<file path="src/rtl/prewitt_edge_magnitude_top_macros.svh">
// ---------------------------------------------------------------------------
// Assertion macros for the Prewitt edge magnitude block
// Clocked checks on clk, disabled while rst is high.
// ---------------------------------------------------------------------------
`ifndef PREWITT_EDGE_MAGNITUDE_TOP_MACROS_SVH
`define PREWITT_EDGE_MAGNITUDE_TOP_MACROS_SVH

`ifndef SYNTHESIS

// Same-cycle implication
`define PEM_ASSERT_NOW(lbl, ante, cons) \
  lbl: assert property (@(posedge clk) disable iff (rst) (ante) |-> (cons)) \
    else $error("pem assertion failed");

// Next-cycle implication
`define PEM_ASSERT_NEXT(lbl, ante, cons) \
  lbl: assert property (@(posedge clk) disable iff (rst) (ante) |=> (cons)) \
    else $error("pem assertion failed");

`else

`define PEM_ASSERT_NOW(lbl, ante, cons)
`define PEM_ASSERT_NEXT(lbl, ante, cons)

`endif

`endif

</file>
<file path="src/rtl/pem_pkg.sv">
`timescale 1ns / 1ps
`default_nettype none
// ---------------------------------------------------------------------------
// pem_pkg
// Constants, types and the kernel function of the Prewitt edge magnitude block.
// ---------------------------------------------------------------------------
package pem_pkg;

  localparam int MAX_WIDTH  = 128;
  localparam int MAX_HEIGHT = 128;

  localparam int COL_W  = $clog2(MAX_WIDTH);
  localparam int ROW_W  = $clog2(MAX_HEIGHT + 1);
  localparam int WDIM_W = COL_W + 1;

  localparam int CFG_W  = 8;
  localparam int PIX_IN_W = 16;
  localparam int PIX_W  = 8;
  localparam int MAG_W  = 11;
  localparam int OUT_TDATA_W = 16;

  // compare widths big enough for both the register and the bounds
  localparam int WCMP_W = (CFG_W > WDIM_W) ? CFG_W : WDIM_W;
  localparam int HCMP_W = (CFG_W > ROW_W) ? CFG_W : ROW_W;

  localparam int MIN_WIDTH  = 3;
  localparam int MIN_HEIGHT = 2;

  localparam logic [CFG_W-1:0] CFG_RESET = CFG_W'(128);
  localparam logic [PIX_IN_W-1:0] PIX_MAX = PIX_IN_W'(255);

  typedef enum logic {
    REG_IMAGE_WIDTH  = 1'b0,
    REG_IMAGE_HEIGHT = 1'b1
  } cfg_reg_t;

  typedef logic [PIX_W-1:0] pix_t;

  typedef struct packed {
    pix_t top;
    pix_t mid;
    pix_t bot;
  } column_t;

  typedef struct packed {
    logic [MAG_W-1:0] mag;
    logic             last;
    logic             frame_done;
  } result_t;

  // |Gx| + |Gy|; Gx = left minus right column, Gy = bottom minus top row
  function automatic logic [MAG_W-1:0] prewitt_mag(column_t lc, column_t cc, column_t rc);
    logic signed [MAG_W-1:0] gx;
    logic signed [MAG_W-1:0] gy;
    logic        [MAG_W-1:0] ax;
    logic        [MAG_W-1:0] ay;
    gx = $signed(MAG_W'(lc.top) + MAG_W'(lc.mid) + MAG_W'(lc.bot))
       - $signed(MAG_W'(rc.top) + MAG_W'(rc.mid) + MAG_W'(rc.bot));
    gy = $signed(MAG_W'(lc.bot) + MAG_W'(cc.bot) + MAG_W'(rc.bot))
       - $signed(MAG_W'(lc.top) + MAG_W'(cc.top) + MAG_W'(rc.top));
    ax = gx[MAG_W-1] ? MAG_W'(-gx) : MAG_W'(gx);
    ay = gy[MAG_W-1] ? MAG_W'(-gy) : MAG_W'(gy);
    return ax + ay;
  endfunction

endpackage
`default_nettype wire

</file>
<file path="src/rtl/prewitt_edge_magnitude_top.sv">
`timescale 1ns / 1ps
`default_nettype none
// ---------------------------------------------------------------------------
// prewitt_edge_magnitude_top
// Streaming 3x3 Prewitt edge magnitude over a raster pixel stream.
// ---------------------------------------------------------------------------
// Pixels come in on the s_axis request channel in raster order, one per
// request; tuser high marks a flush item (a zero pixel). After the rows of a
// frame, image_width flush items drive out the results of the bottom row.
// Results |Gx|+|Gy| leave on m_axis; tlast marks the final result of an
// input request, tuser marks the bottom-right pixel of the frame.
// Results lag one row and one column; row 0 gives none, the last column
// of each later row gives two.
// Timing: a request is held in the input register and then enters the
// result queue, from which its first result can be taken; the second
// result of a last column follows it out of the queue.
// Throughput: one request per cycle with no stall while the receiver is
// ready; the extra result of the last column is balanced by the first
// column, which gives none, and the two-entry queue absorbs it.
// When the receiver stalls the queue fills; input stops once the queue has
// no room for the results of the request held in the input register.
// Reset (rst, synchronous) sets both registers to 128 and restarts the frame.
// A cfg write also restarts the frame; write only while the block is idle.
// There is no clearing pass: line memory contents are only used once written.
// ---------------------------------------------------------------------------
`include "prewitt_edge_magnitude_top_macros.svh"

module prewitt_edge_magnitude_top
  import pem_pkg::*;
(
  input  wire logic                   clk,
  input  wire logic                   rst,
  // configuration
  input  wire logic                   cfg_we,
  input  wire logic                   cfg_index,
  input  wire logic [CFG_W-1:0]       cfg_data,
  // pixel stream
  input  wire logic                   s_axis_tvalid,
  output logic                        s_axis_tready,
  input  wire logic [PIX_IN_W-1:0]    s_axis_tdata,   // [15:0] pixel_value
  input  wire logic                   s_axis_tuser,   // [0] mode
  // result stream
  output logic                        m_axis_tvalid,
  input  wire logic                   m_axis_tready,
  output logic [OUT_TDATA_W-1:0]      m_axis_tdata,   // [10:0] edge_magnitude
  output logic                        m_axis_tlast,   // last
  output logic                        m_axis_tuser    // [0] frame_done
);

  // configuration registers and clamped values in use
  logic [CFG_W-1:0]  image_width;
  logic [CFG_W-1:0]  image_height;
  logic [WCMP_W-1:0] width_ext;
  logic [HCMP_W-1:0] height_ext;
  logic [WDIM_W-1:0] used_w;
  logic [ROW_W-1:0]  used_h;
  logic [COL_W-1:0]  w_last;

  // frame position of the next request
  logic [COL_W-1:0]  col_cnt;
  logic [ROW_W-1:0]  row_cnt;

  // input register stage
  logic              a_valid;
  pix_t              a_px;
  logic [COL_W-1:0]  a_col;
  logic              a_first_col;
  logic              a_last_col;
  logic              a_row_ge1;
  logic              a_row_ge2;
  logic              a_flush_row;
  logic [2*PIX_W-1:0] rd_data;     // {prev2, prev}

  logic [2*PIX_W-1:0] line_mem [MAX_WIDTH];

  // window: left and centre columns
  column_t           win_l;
  column_t           win_c;

  // result queue
  result_t           q_slot [2];
  logic              q_rd;
  logic [1:0]        q_cnt;

  logic              in_acc;
  logic              a_adv;
  logic              pop;
  logic [1:0]        n_res;
  logic              restart;
  pix_t              px_eff;
  column_t           col_new;
  result_t           res0;
  result_t           res1;
  logic              q_wr;
  logic [2:0]        q_room;

  always_comb begin
    width_ext  = WCMP_W'(image_width);
    height_ext = HCMP_W'(image_height);
    if (width_ext < WCMP_W'(MIN_WIDTH)) begin
      used_w = WDIM_W'(MIN_WIDTH);
    end else if (width_ext > WCMP_W'(MAX_WIDTH)) begin
      used_w = WDIM_W'(MAX_WIDTH);
    end else begin
      used_w = WDIM_W'(width_ext);
    end
    if (height_ext < HCMP_W'(MIN_HEIGHT)) begin
      used_h = ROW_W'(MIN_HEIGHT);
    end else if (height_ext > HCMP_W'(MAX_HEIGHT)) begin
      used_h = ROW_W'(MAX_HEIGHT);
    end else begin
      used_h = ROW_W'(height_ext);
    end
    w_last = COL_W'(used_w - WDIM_W'(1));
  end

  assign restart = cfg_we && (cfg_index == REG_IMAGE_WIDTH || cfg_index == REG_IMAGE_HEIGHT);

  // results caused by the item in the input register
  always_comb begin
    if (a_first_col || !a_row_ge1) begin
      n_res = 2'd0;
    end else if (a_last_col) begin
      n_res = 2'd2;
    end else begin
      n_res = 2'd1;
    end
  end

  assign pop    = m_axis_tvalid && m_axis_tready;
  assign q_room = 3'd2 - 3'(q_cnt) + 3'(pop);
  assign a_adv  = a_valid && (3'(n_res) <= q_room);
  assign s_axis_tready = !a_valid || a_adv;
  assign in_acc = s_axis_tvalid && s_axis_tready;

  always_comb begin
    if (s_axis_tdata > PIX_MAX || s_axis_tuser || row_cnt >= used_h) begin
      px_eff = '0;
    end else begin
      px_eff = s_axis_tdata[PIX_W-1:0];
    end
  end

  always_comb begin
    col_new.top = a_row_ge2 ? rd_data[2*PIX_W-1:PIX_W] : '0;
    col_new.mid = a_row_ge1 ? rd_data[PIX_W-1:0] : '0;
    col_new.bot = a_px;

    res0.mag        = prewitt_mag(win_l, win_c, col_new);
    res0.last       = !a_last_col;
    res0.frame_done = 1'b0;
    // right edge: the column beyond the image is zero
    res1.mag        = prewitt_mag(win_c, col_new, '0);
    res1.last       = 1'b1;
    res1.frame_done = a_flush_row;
  end

  // line memory: one read at request time, one write when the item moves on
  always_ff @(posedge clk) begin
    if (in_acc) begin
      rd_data <= line_mem[col_cnt];
    end
    if (a_adv) begin
      line_mem[a_col] <= {rd_data[PIX_W-1:0], a_px};
    end
  end

  // input register payload
  always_ff @(posedge clk) begin
    if (in_acc) begin
      a_px        <= px_eff;
      a_col       <= col_cnt;
      a_first_col <= (col_cnt == '0);
      a_last_col  <= (col_cnt == w_last);
      a_row_ge1   <= (row_cnt >= ROW_W'(1));
      a_row_ge2   <= (row_cnt >= ROW_W'(2));
      a_flush_row <= (row_cnt == used_h);
    end
  end

  // control: registers, counters, input stage valid, window
  always_ff @(posedge clk) begin
    if (rst) begin
      image_width  <= CFG_RESET;
      image_height <= CFG_RESET;
      col_cnt      <= '0;
      row_cnt      <= '0;
      a_valid      <= 1'b0;
      win_l        <= '0;
      win_c        <= '0;
    end else if (restart) begin
      if (cfg_index == REG_IMAGE_WIDTH) begin
        image_width <= cfg_data;
      end else begin
        image_height <= cfg_data;
      end
      col_cnt <= '0;
      row_cnt <= '0;
      win_l   <= '0;
      win_c   <= '0;
    end else begin
      if (in_acc) begin
        a_valid <= 1'b1;
        if (col_cnt == w_last) begin
          col_cnt <= '0;
          row_cnt <= (row_cnt == used_h) ? '0 : row_cnt + ROW_W'(1);
        end else begin
          col_cnt <= col_cnt + COL_W'(1);
        end
      end else if (a_adv) begin
        a_valid <= 1'b0;
      end
      if (a_adv) begin
        win_l <= a_first_col ? column_t'('0) : win_c;
        win_c <= col_new;
      end
    end
  end

  // result queue, two entries
  assign q_wr = q_rd ^ q_cnt[0];

  always_ff @(posedge clk) begin
    if (a_adv) begin
      if (n_res == 2'd2) begin
        q_slot[q_wr]  <= res0;
        q_slot[!q_wr] <= res1;
      end else if (n_res == 2'd1) begin
        q_slot[q_wr]  <= res0;
      end
    end
  end

  always_ff @(posedge clk) begin
    if (rst) begin
      q_rd  <= 1'b0;
      q_cnt <= '0;
    end else begin
      if (pop) begin
        q_rd <= !q_rd;
      end
      q_cnt <= q_cnt - 2'(pop) + (a_adv ? n_res : 2'd0);
    end
  end

  assign m_axis_tvalid = (q_cnt != '0);
  assign m_axis_tdata  = OUT_TDATA_W'(q_slot[q_rd].mag);
  assign m_axis_tlast  = q_slot[q_rd].last;
  assign m_axis_tuser  = q_slot[q_rd].frame_done;

  `PEM_ASSERT_NOW(a_q_cnt_bound, 1'b1, q_cnt <= 2'd2)
  `PEM_ASSERT_NEXT(a_stage_held, a_valid && !a_adv && !restart, a_valid)
  `PEM_ASSERT_NOW(a_frame_done_last, m_axis_tvalid && m_axis_tuser, m_axis_tlast)
  `PEM_ASSERT_NOW(a_col_in_range, 1'b1, col_cnt <= w_last)
  `PEM_ASSERT_NOW(a_row_in_range, 1'b1, row_cnt <= used_h)

endmodule
`default_nettype wire

</file>
<file path="config.mk">
export PLATFORM = sky130hd
export DESIGN_NAME = prewitt_edge_magnitude_top
export DESIGN_NICKNAME = d
export VERILOG_FILES = /design/src/rtl/pem_pkg.sv /design/src/rtl/prewitt_edge_magnitude_top.sv
export VERILOG_INCLUDE_DIRS = /design/src /design/src/rtl
export SDC_FILE = /design/constraint.sdc
export NUM_CORES = 2
export LEC_CHECK = 0
export BUFFER_PORTS_ARGS = -buffer_cell sky130_fd_sc_hd__buf_2
export CAP_MARGIN = 15
export CORE_ASPECT_RATIO = 1.1
export CORE_MARGIN = 1
export CORE_UTILIZATION = 50
export CTS_CLUSTER_DIAMETER = 100
export DETAILED_ROUTE_END_ITERATION = 10
export PLACE_DENSITY = 0.73
export SKIP_LAST_GASP = 1
export SLEW_MARGIN = 5
export SYNTH_ARGS = -nofsm -noshare
export SYNTH_HDL_FRONTEND = slang
export SYNTH_SLANG_ARGS = --single-unit
</file>
<file path="constraint.sdc">
create_clock -name clk -period 9.28 [get_ports clk]
set_input_delay 0 -clock clk [delete_from_list [all_inputs] [get_ports clk]]
set_output_delay 0 -clock clk [all_outputs]
set_load 0.005 [all_outputs]
</file>
Word-level counts from Yosys, hierarchy flattened --
Memories as Yosys holds them, arrays and structs flattened. A register that Yosys moved wholly into a read port is not among the register bits. Cells that the tools add are included.
Word-level totals: bits in registers 103, bits in writable memories 2074, bits of input ports 31, output and inout port bits 20, word-level logic and storage cells 117, memories 2
Cells by class: $add $sub $neg 28, $lt $le $gt $ge 9, equality and inequality tests 4, muxes and demuxes 30, bitwise logic cells 4, reduce and logical (&&, ||, !) cells 20
Memory list:
- line_mem | words 128, width 16, read ports 1, clocked after memory_dff 1, wr ports 1, line prewitt_edge_magnitude_top.sv:74 | logic [2*PIX_W-1:0] line_mem [MAX_WIDTH];
- q_slot | words 2, width 13, read ports 1, clocked after memory_dff 1, wr ports 2, line prewitt_edge_magnitude_top.sv:81 | result_t q_slot [2];
Operators by type and width (count):
- adder 8 x 8 -> 9 bit | 7
- adder 9 x 8 -> 10 bit | 5
- two-way mux 11 bit | 4
- two-way mux 8 bit | 5
- two-way mux 24 bit | 1
- adder 11 bit | 2
- negation 10 -> 11 bit | 2
- negation 11 bit | 2
- subtractor 10 x 10 -> 11 bit | 2
- two-way mux 7 bit | 3
- greater-than comparator 16 x 8 -> 1 bit, second input constant | 1
- greater-than comparator 8 bit, second input constant | 2
- less-than comparator 8 x 2 -> 1 bit, second input constant | 2
- two-way mux 1 bit | 13
- two-way mux 13 bit | 1
- subtractor 9 x 9 -> 10 bit | 1
- adder 8 x 1 -> 8 bit, second input constant | 1
- equality test 8 bit | 1
- >= comparator 8 x 1 -> 1 bit, second input constant | 1
- >= comparator 8 x 2 -> 1 bit, second input constant | 1
- >= comparator 8 bit | 1
- AND reduction 2 bit | 4
- adder 7 x 1 -> 7 bit, second input constant | 1
- equality test 7 bit | 1
- 18 further kinds | 31

Depth between registers and ports, before layout --
depth in word-level cells 9, mapped depth 24, gate-level depth less buffers 23

Worst setup path before layout --
OpenSTA, ideal clock, no wires.
path type register to register, start point reg a_px[2], end point mem q_slot[1][11] (netlist name) (data pin), library setup time 0.256 ns, arrival time 7.475 ns, data required time 9.024 ns, slack 1.548 ns, cell stages (with the launch flop) 23, path buffers 1, period minus slack after synthesis 7.732 ns, cell sequence edfxtp_1 -> inv_1 -> fa_1 -> inv_1 -> fa_1 -> fa_1 -> ha_1 -> a211oi_1 -> o21ai_0 -> a31o_2 -> a21o_1 -> a21o_1 -> clkbuf_1 -> mux2_2 -> ha_1 -> a21o_1 -> a21oi_1 -> nor2b_1 -> o21a_1 -> o41ai_1 -> o21ai_0 -> xor2_1 -> a22o_1
RTL lines:
- start, declared | line prewitt_edge_magnitude_top.sv:65 | pix_t a_px;
- start signal, assigned | line prewitt_edge_magnitude_top.sv:171 | a_px <= px_eff;
- end, declared | line prewitt_edge_magnitude_top.sv:81

==> metrics.cfg <==
[logic_synthesis]
synth_edf_count = 2108
synth_top_area_share = 0.708
synth_top_area_cell = edfxtp_1
ys_seq_area_frac = 0.727
ys_async_sr_fraction = 0
syn_area_per_cell_um2 = 20.9
synthFlopType = edfxtp_1
netlist_area_um2 = 89500
synth-xor-area-share = 0.00754
synthDistinctLibCells = 68
synth_top_cells_by_count = edfxtp_1 (2108), mux4_2 (661), nor2_1 (203)
synth_area_leaders = edfxtp_1 (71%), mux4_2 (17%), fa_1 (2.0%), dfxtp_1 (1.9%), ha_1 (1.2%)
synth_top_family_by_area = multiplexers
ys_ff_latch = 2194
synth.yosys.warnings = 0
synth_most_common_cell = edfxtp_1
synth_compound_area_frac = 0.0173
muxShareOfSynthArea = 0.171
synthAdderAreaFrac = 0.0320
yosys.area_share.simple = 0.0292
syn_inst = 4290

[power]
ir_worst_vdd_mv = 0.209
combPwrFrac = 0.118
seqPwrFrac = 0.508
pwr-share-clk = 0.375
power_density_nw_per_um2 = 217
swShare = 0.238
leakage_nw = 31.4
switchingPower_w = 0.00518
internal-power_w = 0.0166

[floorplanning]
ioPinCount = 51
die_x_um = 405
die-height_um = 446
start_util = 0.504
core_area_um2 = 177000
fp-row-count = 162
dieArea_um2 = 181000

[place]
placed_area_um2 = 93400
pre_cts_ws_ns = 2.08
io_buffers = 45
dp_cells = 6704
dp_hpwl_mm = 122
gp_congestion = 0.867

[timing]
worst_slack_ns = 1.90
clock.fmax_mhz = 136
fin_crit_ns = 7.38
fin_crit_sh = 0.795
relSlewSlack = 0.163
worst_pin_slew_ns = 1.26
grt_setup_unrepaired = false
skew_ns = 0.0373
finalHoldViolations = 0
tns_ns = 0
whs_ns = 0.106
final-setup-viol-count = 0
drv_slew = 0

[setup_path]
crit_type = reg -> reg
rr_worst_depth = 21
crit_path_max_fanout = 34
required_ns = 9.86
endpoint_kind = register
r2r-start = rd_data[2]
crit_start = rd_data[2]
worstSetupStartpointType = register
worstPathArrival_ns = 7.95

[clocking]
clock_latency_ns = 0.84
clkTransAtPathRegs_ns = 0.06
clock_path_buffers = 3
cts_setup_buffers = 0
postCtsHoldBufs = 56
clockRootBuffer = clkbuf_16
numCtsBuffers = 199
cts_tree = done
htreeDepth = 4
ctsResizeCount = 0
cts_sinks = 2194

[global_routing]
grt_use_total = 0.235
grt_pass1_wl_mm = 306
grt_pass1_vias = 44800
antenna_found_initial = 13
grt-ovfl-total = 0
grt_max_degree = 115

[cells_and_area]
design_area_um2 = 100000
layout.nets = 4789
finalNonFillerCells = 7128
syn2layout_area_growth_pct = 12.2
drive_gt1_frac = 0.263
multiInputGateArea_um2 = 23000
fillers = 12600
seqCellArea_um2 = 65000

[drt]
vias = 44100
drt_wl_total_mm = 209
wl_per_cell_um = 29.3
ant_nets = 0
drt_iter0_drc = 5582
drtPass1Iterations = 6
route.detailed.drc = 0
vias_per_cell = 6.19

[worst_hold_path]
hp-class = in -> reg
worstHoldPathCells = 4
hold_start = cfg_data[7]

[flow_run]
max_cap_violations = 0

[status]
status = completed

## state kept, by name, indices dropped and copies added, names as in the netlist, 2 cells and up, named ones only
register	count
line_mem	2048
q_slot	26
win_c	24
win_l	24
rd_data	16
a_px	8
height_ext	8
image_width	8
row_cnt	8
a_col	7
col_cnt	7
q_cnt	2
## per-stage QoR
step / power, W / utilization
CTS: 0.0218 / 0.566
floorplan: 0.0131 / -
finish: 0.0217 / 0.566
detailed placement: 0.0138 / 0.526
global placement: 0.0137 / 0.526
global route: 0.0224 / 0.566
## cell usage in the layout, fill, tap and decap left out, types with 11 or more instances in the layout
cell           count
a21o_1            18
a21oi_1          104
a22o_1            16
a31oi_1           11
and2_1            14
and3_1            11
buf_2             45
buf_4            193
bufinv_16         20
clkbuf_1          37
clkbuf_16        203
clkinv_1          39
clkinv_2          39
dfxtp_1           80
dlygate4sd3_1     56
edfxtp_1        2108
fa_1              91
ha_1              83
inv_1            133
inv_6             12
mux2_2            28
mux4_2           661
nand2_1          139
nand2b_1          17
nand3_1           38
nand3b_1          20
nor2_1           203
nor2b_1           23
nor3_1            29
o21ai_0           32
or2_2             13
xnor2_1           52
xor2_1            25
## power groups by stage
stage	sequential, W	combinational (W)	clock, W
2_1_floorplan	0.0113	0.00177	0
3_3_place_gp	0.0112	0.00247	0
3_5_place_dp	0.0113	0.00252	0
4_1_cts	0.0110	0.00255	0.00823
5_1_grt	0.0110	0.00281	0.00858
6_report	0.0110	0.00256	0.00815
## cell type report
class | count | share of cell area
timing repair buffer | 301 | 0.0237
antenna | 3 | 0.0000748
tap | 2378 | 0.0297
multi-input combinational | 1754 | 0.229
clock buffer | 240 | 0.0520
clock inverter | 124 | 0.0119
inverter | 134 | 0.00501
sequential | 2194 | 0.648
## logic make-up after synthesis
group,Yosys count
AO/OA/AOI/OAI,245
other,1
multiplexers,699
AND/OR/NAND/NOR,554
XOR/XNOR,77
buffers and inverters,346
flip-flops,2194
adder cells (fa/ha/maj),174
## final timing paths
check / end / slack, ns
setup / recovery: q_slot[1][11] / 1.90
hold reg to reg: win_l[11] / 0.45
setup reg to reg: q_slot[1][11] / 1.90
hold / removal: height_ext[7] / 0.11
## worst max-delay path, cell delays in order, from the launching register on
cell and delay, ns:
edfxtp_1 1.18, nand2_1 0.18, fa_1 0.54, fa_1 0.50, inv_1 0.05, fa_1 0.47
inv_1 0.06, ha_1 0.28, a211oi_1 0.38, o21a_1 0.20, o21ai_0 0.09, a31oi_1 0.79
o21ai_0 0.32, ha_1 0.35, a21o_1 0.16, a21oi_1 0.23, nor2b_1 0.08, o21a_1 0.18
o41ai_1 0.43, o21ai_0 0.20, xor2_1 0.19, a22o_1 0.24
## per-layer routing
layer | part of all wire | track usage | vias to the layer above
met5 | 0.00015 | 0 | -
met4 | 0.030 | 0.0715 | 4
met3 | 0.088 | 0.0406 | 318
met2 | 0.49 | 0.385 | 2259
met1 | 0.39 | 0.324 | 23500
li1 | - | - | 18100
Note: power is estimated with default switching activity, not from simulation.
